--- config.mk ---
export PLATFORM = sky130hd
export DESIGN_NAME = servo_command_executor
export DESIGN_NICKNAME = d
export VERILOG_FILES = /design/src/rtl/sce_pkg.sv /design/src/rtl/sce_datapath.sv /design/src/rtl/sce_ctrl.sv /design/src/rtl/servo_command_executor.sv
export SDC_FILE = /design/constraint.sdc
export NUM_CORES = 2
export LEC_CHECK = 0
export BUFFER_PORTS_ARGS = -buffer_cell sky130_fd_sc_hd__buf_2
export CAP_MARGIN = 20
export CORE_MARGIN = 4
export CORE_UTILIZATION = 70
export DETAILED_ROUTE_END_ITERATION = 6
export GPL_ROUTABILITY_DRIVEN = 0
export GPL_TIMING_DRIVEN = 1
export PLACE_DENSITY = 0.95
export SYNTH_ARGS = -nofsm -noshare
export SYNTH_HDL_FRONTEND = slang
export SYNTH_HIERARCHICAL = 1
export SYNTH_SLANG_ARGS = --single-unit
--- constraint.sdc ---
create_clock -name clk_i -period 12.2 [get_ports clk_i]
set_input_delay 2.44 -clock clk_i [delete_from_list [all_inputs] [get_ports clk_i]]
set_output_delay 2.44 -clock clk_i [all_outputs]
set_load 0.1 [all_outputs]
--- src/rtl/sce_pkg.sv ---
`default_nettype none

package sce_pkg;

  // timing constants of the servo
  localparam int unsigned TIME_PER_POSITION = 200;
  localparam int unsigned BASE_WAIT         = 100;
  localparam int unsigned TIMER_BITS        = 24;

  // field widths
  localparam int unsigned OP_W     = 2;
  localparam int unsigned VALUE_W  = 8;
  localparam int unsigned STATE_W  = 2;
  localparam int unsigned POS_W    = 3;
  localparam int unsigned WIDTH_W  = 16;
  localparam int unsigned PERIOD_W = 16;
  localparam int unsigned DUTY_W   = 14;
  localparam int unsigned CFG_IDX_W  = 2;
  localparam int unsigned CFG_DATA_W = 16;

  // highest legal position
  localparam logic [VALUE_W-1:0] MAX_POS = VALUE_W'(5);

  // pulse width = floor(period * num / 50000), done as ((x >> 4) / 3125)
  localparam int unsigned NUM_W      = 18;
  localparam int unsigned PROD_W     = PERIOD_W + NUM_W;
  localparam int unsigned PRE_SHIFT  = 4;
  localparam int unsigned DIV_ODD    = 3125;
  localparam int unsigned RECIP_SHIFT = 40;
  localparam int unsigned Y_W        = 28;
  localparam int unsigned RECIP_W    = 29;
  localparam int unsigned QEST_W     = 17;
  localparam longint unsigned RECIP_FULL = (64'd1 << RECIP_SHIFT) / DIV_ODD;
  localparam logic [RECIP_W-1:0] RECIP = RECIP_W'(RECIP_FULL);
  localparam logic [PROD_W-1:0] SAT_LIMIT = PROD_W'(64'd65536 * 64'd50000);
  localparam logic [WIDTH_W-1:0] WIDTH_MAX = '1;

  // countdown limit
  localparam logic [32:0] TIMER_LIMIT = (33'd1 << TIMER_BITS) - 33'd1;

  typedef enum logic [OP_W-1:0] {
    OP_TICK = 2'd0,
    OP_MOVE = 2'd1,
    OP_WAIT = 2'd2,
    OP_NONE = 2'd3
  } op_e;

  typedef enum logic [STATE_W-1:0] {
    MODE_READY   = 2'd0,
    MODE_MOVING  = 2'd1,
    MODE_WAITING = 2'd2
  } mode_e;

  // configuration register indexes
  localparam logic [CFG_IDX_W-1:0] CFG_PERIOD   = 2'd0;
  localparam logic [CFG_IDX_W-1:0] CFG_MAX_DUTY = 2'd1;
  localparam logic [CFG_IDX_W-1:0] CFG_MIN_DUTY = 2'd2;

  typedef struct packed {
    logic load;
    logic num_en;
    logic mul_en;
    logic div_en;
    logic commit;
  } dp_cmd_t;

  typedef struct packed {
    logic in_is_move;
  } dp_status_t;

  // saturate a countdown value to the timer width
  function automatic logic [TIMER_BITS-1:0] clamp_timer(input logic [31:0] v);
    logic [TIMER_BITS-1:0] r;
    if ({1'b0, v} > TIMER_LIMIT) begin
      r = '1;
    end else begin
      r = v[TIMER_BITS-1:0];
    end
    return r;
  endfunction

endpackage

`default_nettype wire

--- src/rtl/sce_datapath.sv ---
`default_nettype none

module sce_datapath (
  input  wire logic                           clk_i,
  input  wire logic                           rst_ni,
  input  wire sce_pkg::dp_cmd_t               cmd_i,
  output sce_pkg::dp_status_t                 status_o,
  input  wire logic [sce_pkg::OP_W-1:0]       operation_i,
  input  wire logic [sce_pkg::VALUE_W-1:0]    value_i,
  input  wire logic                           cfg_valid_i,
  input  wire logic [sce_pkg::CFG_IDX_W-1:0]  cfg_index_i,
  input  wire logic [sce_pkg::CFG_DATA_W-1:0] cfg_data_i,
  output logic [sce_pkg::STATE_W-1:0]         servo_state_o,
  output logic [sce_pkg::POS_W-1:0]           position_o,
  output logic [sce_pkg::WIDTH_W-1:0]         pulse_width_o,
  output logic                                pulse_updated_o
);
  import sce_pkg::*;

  // configuration registers
  logic [PERIOD_W-1:0] period_q;
  logic [DUTY_W-1:0]   max_duty_q, min_duty_q;

  // latched command
  op_e                op_q;
  logic [VALUE_W-1:0] val_q;

  // pulse width pipeline
  logic [POS_W-1:0]        pos_new;
  logic signed [DUTY_W:0]  duty_diff;
  logic signed [18:0]      pos_term;
  logic signed [18:0]      num_s;
  logic [NUM_W-1:0]        num_d, num_q;
  logic [PROD_W-1:0]       x_d, x_q;
  logic [Y_W-1:0]          y_d, y_q;
  logic [Y_W+RECIP_W-1:0]  yr;
  logic [QEST_W-1:0]       qe_d, qe_q;
  logic                    sat_d, sat_q;
  logic [Y_W-1:0]          rem;
  logic [QEST_W-1:0]       q_fix;

  // servo state
  mode_e                 mode_q, mode_d;
  logic [POS_W-1:0]      pos_q, pos_d;
  logic [TIMER_BITS-1:0] ticks_q, ticks_d;
  logic [WIDTH_W-1:0]    width_q, width_d;
  logic                  upd_d;
  logic [VALUE_W-1:0]    travel;

  // result registers
  logic [STATE_W-1:0] state_out_q;
  logic [POS_W-1:0]   pos_out_q;
  logic [WIDTH_W-1:0] width_out_q;
  logic               upd_out_q;

  assign status_o.in_is_move = (op_e'(operation_i) == OP_MOVE);

  // configuration writes
  always_ff @(posedge clk_i or negedge rst_ni) begin
    if (!rst_ni) begin
      period_q   <= PERIOD_W'(20000);
      max_duty_q <= DUTY_W'(1000);
      min_duty_q <= DUTY_W'(500);
    end else if (cfg_valid_i) begin
      case (cfg_index_i)
        CFG_PERIOD:   period_q   <= cfg_data_i[PERIOD_W-1:0];
        CFG_MAX_DUTY: max_duty_q <= cfg_data_i[DUTY_W-1:0];
        CFG_MIN_DUTY: min_duty_q <= cfg_data_i[DUTY_W-1:0];
        default: ;
      endcase
    end
  end

  // duty numerator: 5*min + (max-min)*pos, clipped at zero
  always_comb begin
    pos_new   = (val_q <= MAX_POS) ? val_q[POS_W-1:0] : '0;
    duty_diff = signed'({1'b0, max_duty_q}) - signed'({1'b0, min_duty_q});
    pos_term  = 19'(duty_diff) * 19'(signed'({1'b0, pos_new}));
    num_s     = signed'(19'({min_duty_q, 2'b00}) + 19'(min_duty_q)) + pos_term;
    num_d     = (num_s <= 0) ? '0 : num_s[NUM_W-1:0];
  end

  // period times numerator
  assign x_d = PROD_W'(period_q) * PROD_W'(num_q);

  // reciprocal estimate of the quotient, low by at most one
  always_comb begin
    sat_d = (x_q >= SAT_LIMIT);
    y_d   = x_q[PRE_SHIFT +: Y_W];
    yr    = (Y_W+RECIP_W)'(y_d) * (Y_W+RECIP_W)'(RECIP);
    qe_d  = yr[RECIP_SHIFT +: QEST_W];
  end

  // quotient correction
  always_comb begin
    rem   = y_q - Y_W'(Y_W'(qe_q) * Y_W'(DIV_ODD));
    q_fix = (rem >= Y_W'(DIV_ODD)) ? qe_q + QEST_W'(1) : qe_q;
  end

  always_ff @(posedge clk_i) begin
    if (cmd_i.load) begin
      op_q  <= op_e'(operation_i);
      val_q <= value_i;
    end
    if (cmd_i.num_en) begin
      num_q <= num_d;
    end
    if (cmd_i.mul_en) begin
      x_q <= x_d;
    end
    if (cmd_i.div_en) begin
      y_q   <= y_d;
      qe_q  <= qe_d;
      sat_q <= sat_d;
    end
  end

  // next servo state on commit
  always_comb begin
    mode_d  = mode_q;
    pos_d   = pos_q;
    ticks_d = ticks_q;
    width_d = width_q;
    upd_d   = 1'b0;
    travel  = (val_q > VALUE_W'(pos_q)) ? val_q - VALUE_W'(pos_q) : VALUE_W'(pos_q) - val_q;
    case (op_q)
      OP_TICK: begin
        if (mode_q != MODE_READY) begin
          if (ticks_q != '0) begin
            ticks_d = ticks_q - TIMER_BITS'(1);
          end
          if (ticks_d == '0) begin
            mode_d = MODE_READY;
          end
        end
      end
      OP_MOVE: begin
        mode_d  = MODE_MOVING;
        pos_d   = pos_new;
        width_d = sat_q ? WIDTH_MAX : q_fix[WIDTH_W-1:0];
        upd_d   = 1'b1;
        ticks_d = clamp_timer(32'(TIME_PER_POSITION) * 32'(travel));
      end
      OP_WAIT: begin
        mode_d  = MODE_WAITING;
        ticks_d = clamp_timer(32'(BASE_WAIT) * 32'(val_q));
      end
      default: ;
    endcase
  end

  always_ff @(posedge clk_i or negedge rst_ni) begin
    if (!rst_ni) begin
      mode_q  <= MODE_READY;
      pos_q   <= '0;
      ticks_q <= '0;
      width_q <= '0;
    end else if (cmd_i.commit) begin
      mode_q  <= mode_d;
      pos_q   <= pos_d;
      ticks_q <= ticks_d;
      width_q <= width_d;
    end
  end

  // result registers
  always_ff @(posedge clk_i) begin
    if (cmd_i.commit) begin
      state_out_q <= mode_d;
      pos_out_q   <= pos_d;
      width_out_q <= width_d;
      upd_out_q   <= upd_d;
    end
  end

  assign servo_state_o   = state_out_q;
  assign position_o      = pos_out_q;
  assign pulse_width_o   = width_out_q;
  assign pulse_updated_o = upd_out_q;

endmodule

`default_nettype wire

--- src/rtl/sce_ctrl.sv ---
`default_nettype none

module sce_ctrl (
  input  wire logic                clk_i,
  input  wire logic                rst_ni,
  input  wire logic                in_valid_i,
  output logic                     in_ready_o,
  output logic                     out_valid_o,
  input  wire logic                out_ready_i,
  input  wire sce_pkg::dp_status_t status_i,
  output sce_pkg::dp_cmd_t         cmd_o
);
  import sce_pkg::*;

  typedef enum logic [4:0] {
    S_IDLE   = 5'b00001,
    S_NUM    = 5'b00010,
    S_MUL    = 5'b00100,
    S_DIV    = 5'b01000,
    S_COMMIT = 5'b10000
  } state_e;

  state_e state_q, state_d;
  logic   out_valid_q, out_valid_d;
  logic   in_xfer, slot_free;

  assign in_ready_o  = (state_q == S_IDLE);
  assign in_xfer     = in_valid_i && in_ready_o;
  assign slot_free   = !out_valid_q || out_ready_i;
  assign out_valid_o = out_valid_q;

  // sequencer
  always_comb begin
    state_d       = state_q;
    cmd_o         = '0;
    cmd_o.load    = in_xfer;
    case (state_q)
      S_IDLE: begin
        if (in_xfer) begin
          state_d = status_i.in_is_move ? S_NUM : S_COMMIT;
        end
      end
      S_NUM: begin
        cmd_o.num_en = 1'b1;
        state_d      = S_MUL;
      end
      S_MUL: begin
        cmd_o.mul_en = 1'b1;
        state_d      = S_DIV;
      end
      S_DIV: begin
        cmd_o.div_en = 1'b1;
        state_d      = S_COMMIT;
      end
      S_COMMIT: begin
        if (slot_free) begin
          cmd_o.commit = 1'b1;
          state_d      = S_IDLE;
        end
      end
      default: state_d = S_IDLE;
    endcase
  end

  // result slot
  always_comb begin
    out_valid_d = out_valid_q;
    if (out_valid_q && out_ready_i) begin
      out_valid_d = 1'b0;
    end
    if (cmd_o.commit) begin
      out_valid_d = 1'b1;
    end
  end

  always_ff @(posedge clk_i or negedge rst_ni) begin
    if (!rst_ni) begin
      state_q     <= S_IDLE;
      out_valid_q <= 1'b0;
    end else begin
      state_q     <= state_d;
      out_valid_q <= out_valid_d;
    end
  end

  // a transfer in leaves the block busy
  a_busy_after_accept: assert property (@(posedge clk_i) disable iff (!rst_ni)
    in_xfer |=> !in_ready_o)
    else $error("input taken while an item is in progress");

  // a result is never written over one still waiting
  a_commit_slot_free: assert property (@(posedge clk_i) disable iff (!rst_ni)
    cmd_o.commit |-> (!out_valid_q || out_ready_i))
    else $error("result overwritten");

  // commit presents a result on the next cycle
  a_commit_valid: assert property (@(posedge clk_i) disable iff (!rst_ni)
    cmd_o.commit |=> out_valid_o)
    else $error("committed result not shown");

  // the width pipeline runs its steps in order
  a_num_then_mul: assert property (@(posedge clk_i) disable iff (!rst_ni)
    (state_q == S_NUM) |=> (state_q == S_MUL) ##1 (state_q == S_DIV))
    else $error("pulse width steps out of order");

endmodule

`default_nettype wire

--- src/rtl/servo_command_executor.sv ---
`default_nettype none

// servo command executor
// input channel: operation_i (tick, move, wait) and value_i, transfer on
// in_valid_i & in_ready_o; one result per item on the output channel:
// servo_state_o, position_o, pulse_width_o, pulse_updated_o, transfer on
// out_valid_o & out_ready_i.
// configuration channel: cfg_index_i selects period (0), max duty (1) or
// min duty (2), cfg_data_i carries the value; cfg_ready_o is always high,
// writes to index 3 are dropped. write only while no item is in flight.
// a tick or wait goes from its transfer straight to the commit step; a move
// first runs the pulse width datapath (duty numerator, period multiply,
// reciprocal multiply, remainder correction). one item is worked on at a
// time: the next is taken only after the last one has committed.
// the result sits in an output register, so the block takes the next item
// while a result waits; when the receiver stalls, the following item is
// held at its final step until the output register frees up.
// reset: servo ready at position 0, pulse width 0, period 20000,
// max duty 1000, min duty 500, no result pending.
module servo_command_executor (
  input  wire logic                           clk_i,
  input  wire logic                           rst_ni,
  input  wire logic                           in_valid_i,
  output logic                                in_ready_o,
  input  wire logic [sce_pkg::OP_W-1:0]       operation_i,
  input  wire logic [sce_pkg::VALUE_W-1:0]    value_i,
  output logic                                out_valid_o,
  input  wire logic                           out_ready_i,
  output logic [sce_pkg::STATE_W-1:0]         servo_state_o,
  output logic [sce_pkg::POS_W-1:0]           position_o,
  output logic [sce_pkg::WIDTH_W-1:0]         pulse_width_o,
  output logic                                pulse_updated_o,
  input  wire logic                           cfg_valid_i,
  output logic                                cfg_ready_o,
  input  wire logic [sce_pkg::CFG_IDX_W-1:0]  cfg_index_i,
  input  wire logic [sce_pkg::CFG_DATA_W-1:0] cfg_data_i
);
  import sce_pkg::*;

  dp_cmd_t    cmd;
  dp_status_t status;

  assign cfg_ready_o = 1'b1;

  // control
  sce_ctrl u_ctrl (
    .clk_i       (clk_i),
    .rst_ni      (rst_ni),
    .in_valid_i  (in_valid_i),
    .in_ready_o  (in_ready_o),
    .out_valid_o (out_valid_o),
    .out_ready_i (out_ready_i),
    .status_i    (status),
    .cmd_o       (cmd)
  );

  // datapath
  sce_datapath u_datapath (
    .clk_i           (clk_i),
    .rst_ni          (rst_ni),
    .cmd_i           (cmd),
    .status_o        (status),
    .operation_i     (operation_i),
    .value_i         (value_i),
    .cfg_valid_i     (cfg_valid_i),
    .cfg_index_i     (cfg_index_i),
    .cfg_data_i      (cfg_data_i),
    .servo_state_o   (servo_state_o),
    .position_o      (position_o),
    .pulse_width_o   (pulse_width_o),
    .pulse_updated_o (pulse_updated_o)
  );

endmodule

`default_nettype wire

==> out/results.ini <==
[status]
run_status=finished with violations
violations=DRC

[die]
die_w_um=251
coreArea_um2=58100
row_count=88
io_pins=58
die_area_um2=63100
fp.dieH_um=251
initial_core_util_pct=71.3

[routing]
viasPerCell=6.49
drtAntennaViolNets=0
dr_total_vias=33064
wl_mm=120
route.detailed.drc=18
drt_first_pass_iters=7
drt_iter0_drc=3355
wire_per_inst_um=23.5

[critical_path]
cp.arrival_ns=8.70
cp_max_fo=13
critical_path_class=register to register
cp-end-kind=register
worstPathRequired_ns=12.57
start_kind=register

[cts]
clock_latency_ns=0.63
clock-sinks=225
numCtsBuffers=29
holdBufCountCts=0
cts_tree=built
htreeDepth=1
clockBufferDepth=3
cts_root_buf=clkbuf_16
cts_setup_buffers=0
cts_resized=0
clkTransAtPathRegs_ns=0.07

[synthesis]
syn_area_um2=41400
yosys_warnings=6
synth_adder_area_share_pct=51.3
syn-instance-count=4305
yosys_register_bits=225
async_flop_share_pct=42.2
synth_cell_types=94
synth_top_family_by_area=adder cells
synth_edf_count=130
yosys.area_share.simple_pct=10.4
synth_xor_area_share_pct=2.49
synth_nets=5662
seq_area_frac_synth_pct=15.2
synth.area.mux_share_pct=1.74
synth_compound_area_share_pct=7.94
ys.flop_type=edfxtp_1
avgSynthCellArea_um2=9.62

[timing]
min_period_ns=8.33
setup_viol=0
tightest_slew_ns=1.15
layout_worst_path_cycle_share_pct=68.3
skew_ns=0.0439
tns_ns=0
maxSlewHeadroom_pct=22.8
finalMaxSlewViolations=0
max_freq_ghz=0.120
hold_violations=0
rsz0062_at_grt=false

[grt]
grt_overflow_total=0
antenna_found_initial=1
grt_pass1_vias=36852
gr-usage-all-layers_pct=38.1
grt_first_pass_wirelength_mm=190
grt_max_degree=53

[cells_and_area]
layout.cells.most_common=inv_1
fillerInstances=3274
mostFrequentLayoutCells=inv_1, ha_1, fa_1
area_delta_synth_final_pct=4.59
nets=5663
layout-drive-gt1-share_pct=5.29

[job]
maxCapViolations=0

[placement]
portBuffers=56
hpwl_mm=90.8

[min_path]
hold_class=register to register

==> through the flow <==
stage | hold WS (ns) | std cells | setup WS [ns] | utilization (%) | area [um^2]
global placement | 0.501 | 5038 | 4.78 | 72.8 | 42300
CTS | 0.515 | 5092 | 4.34 | 74.5 | 43300
floorplan | 0.486 | 4305 | 5.56 | - | 41400
global route | 0.540 | 5094 | 3.56 | 74.5 | 43300
finish | 0.516 | 5095 | 3.87 | 74.5 | 43300
detailed placement | 0.502 | 5038 | 4.50 | 72.8 | 42300
==> logic make-up (layout without fill, tap and decap cells) <==
family,Yosys count,in the layout
adders and majority gates,1324,1324
buffers and inverters,1189,1213
and+or+nand+nor,879,879
AOI/OAI and AO/OA,504,504
DFF,225,225
xor gates and xnor gates,117,117
muxes,66,66
other,1,2
==> synth_stat cells (7+ instances only) <==
library cell | n | area [um^2]
inv_1 | 1091 | 4100
ha_1 | 699 | 8750
fa_1 | 625 | 12500
nand2_1 | 303 | 1140
nor2_1 | 193 | 724
a21oi_1 | 131 | 656
edfxtp_1 | 130 | 3900
and2_1 | 126 | 788
o21ai_0 | 104 | 521
xnor2_1 | 79 | 692
dfrtp_1 | 77 | 1930
clkbuf_1 | 74 | 278
mux2_2 | 47 | 529
nor3_1 | 47 | 235
xor2_1 | 37 | 324
a21o_1 | 36 | 270
a31oi_1 | 36 | 225
nand3_1 | 36 | 180
nor2b_1 | 26 | 163
o21a_1 | 24 | 180
o211ai_1 | 22 | 165
and3_1 | 21 | 131
nand2b_1 | 20 | 125
nand4_1 | 20 | 125
mux2i_1 | 19 | 190
dfstp_2 | 18 | 473
o31ai_1 | 18 | 135
a211oi_1 | 17 | 128
or3_1 | 17 | 106
nor4_1 | 16 | 100
o21bai_1 | 14 | 105
o22ai_1 | 11 | 68.8
a41oi_1 | 10 | 87.6
buf_2 | 9 | 45.0
or2_2 | 9 | 56.3
a21boi_0 | 8 | 60.1
a31o_2 | 7 | 61.3
or4_1 | 7 | 52.6
==> metal layers <==
layer  wire, um  global-route usage (%)  part of all wire, %  vias up
met1      38100                    40.7                   32    15726
met4      12900                    30.7                   11        4
met5         61                   0.526                0.051        -
met2      56800                    64.4                   47     2559
li1           -                       -                    -    13687
met3      11900                    9.45                  9.9     1088
==> state kept, by name (all words and copies together), names as in the netlist <==
register,count
u_datapath/x_q,34
u_datapath/y_q,28
u_datapath/ticks_q,24
u_datapath/num_q,18
u_datapath/qe_q,17
u_datapath/period_q,16
u_datapath/pulse_width_o,16
u_datapath/width_q,16
u_datapath/max_duty_q,14
u_datapath/min_duty_q,14
u_datapath/val_q,8
u_ctrl/state_q,5
u_datapath/pos_q,3
u_datapath/position_o,3
u_datapath/mode_q,2
u_datapath/op_q,2
u_datapath/servo_state_o,2
u_ctrl/out_valid_o,1
u_datapath/pulse_updated_o,1
u_datapath/sat_q,1
==> cell type report <==
type,count,area (um^2),share of cell area (%)
Inverter,1092,4100,9.46
Sequential cell,225,6300,14.5
Clock inverter,20,181,0.419
Antenna cell,1,2.50,0.00578
Tap cell,765,957,2.21
Multi-Input combinational cell,2891,30600,70.7
Timing Repair Buffer,67,382,0.881
Clock buffer,34,786,1.81
==> final timing paths <==
check                                                     startpoint                                     to  slack [ns]  depth (start not counted)
max in group asynchronous                                     rst_ni  u_datapath/max_duty_q[11]$_DFFE_PN0P_        9.02                          2
worst max-delay path                    u_datapath/x_q[16]$_DFFE_PP_          u_datapath/qe_q[13]$_DFFE_PP_        3.87                         22
worst max register to register          u_datapath/x_q[16]$_DFFE_PP_          u_datapath/qe_q[13]$_DFFE_PP_        3.87                         22
min in group asynchronous                                     rst_ni      u_datapath/width_q[2]$_DFFE_PN0P_        1.86                          1
worst min-delay path            u_datapath/max_duty_q[2]$_DFFE_PN0P_   u_datapath/max_duty_q[2]$_DFFE_PN0P_        0.52                          1
worst min register to register  u_datapath/max_duty_q[2]$_DFFE_PN0P_   u_datapath/max_duty_q[2]$_DFFE_PN0P_        0.52                          1
==> critical path, stage by stage (launching register included) <==
cell,delay (ns)
edfxtp_1,0.94
ha_1,0.40
fa_1,0.51
inv_1,0.07
fa_1,0.54
inv_1,0.13
fa_1,0.54
fa_1,0.59
inv_1,0.06
fa_1,0.36
inv_1,0.19
fa_1,0.58
ha_1,0.43
nand4_1,0.21
nor4_1,0.38
o21ai_0,0.30
o211ai_1,0.27
o211ai_1,0.24
a31oi_1,0.38
nor2_1,0.14
o31ai_1,0.49
a21oi_1,0.17
xnor2_1,0.15
Power is left out: the tool's default activity adds up to more than one toggle a clock period on the data nets, which glitch-free logic cannot reach.
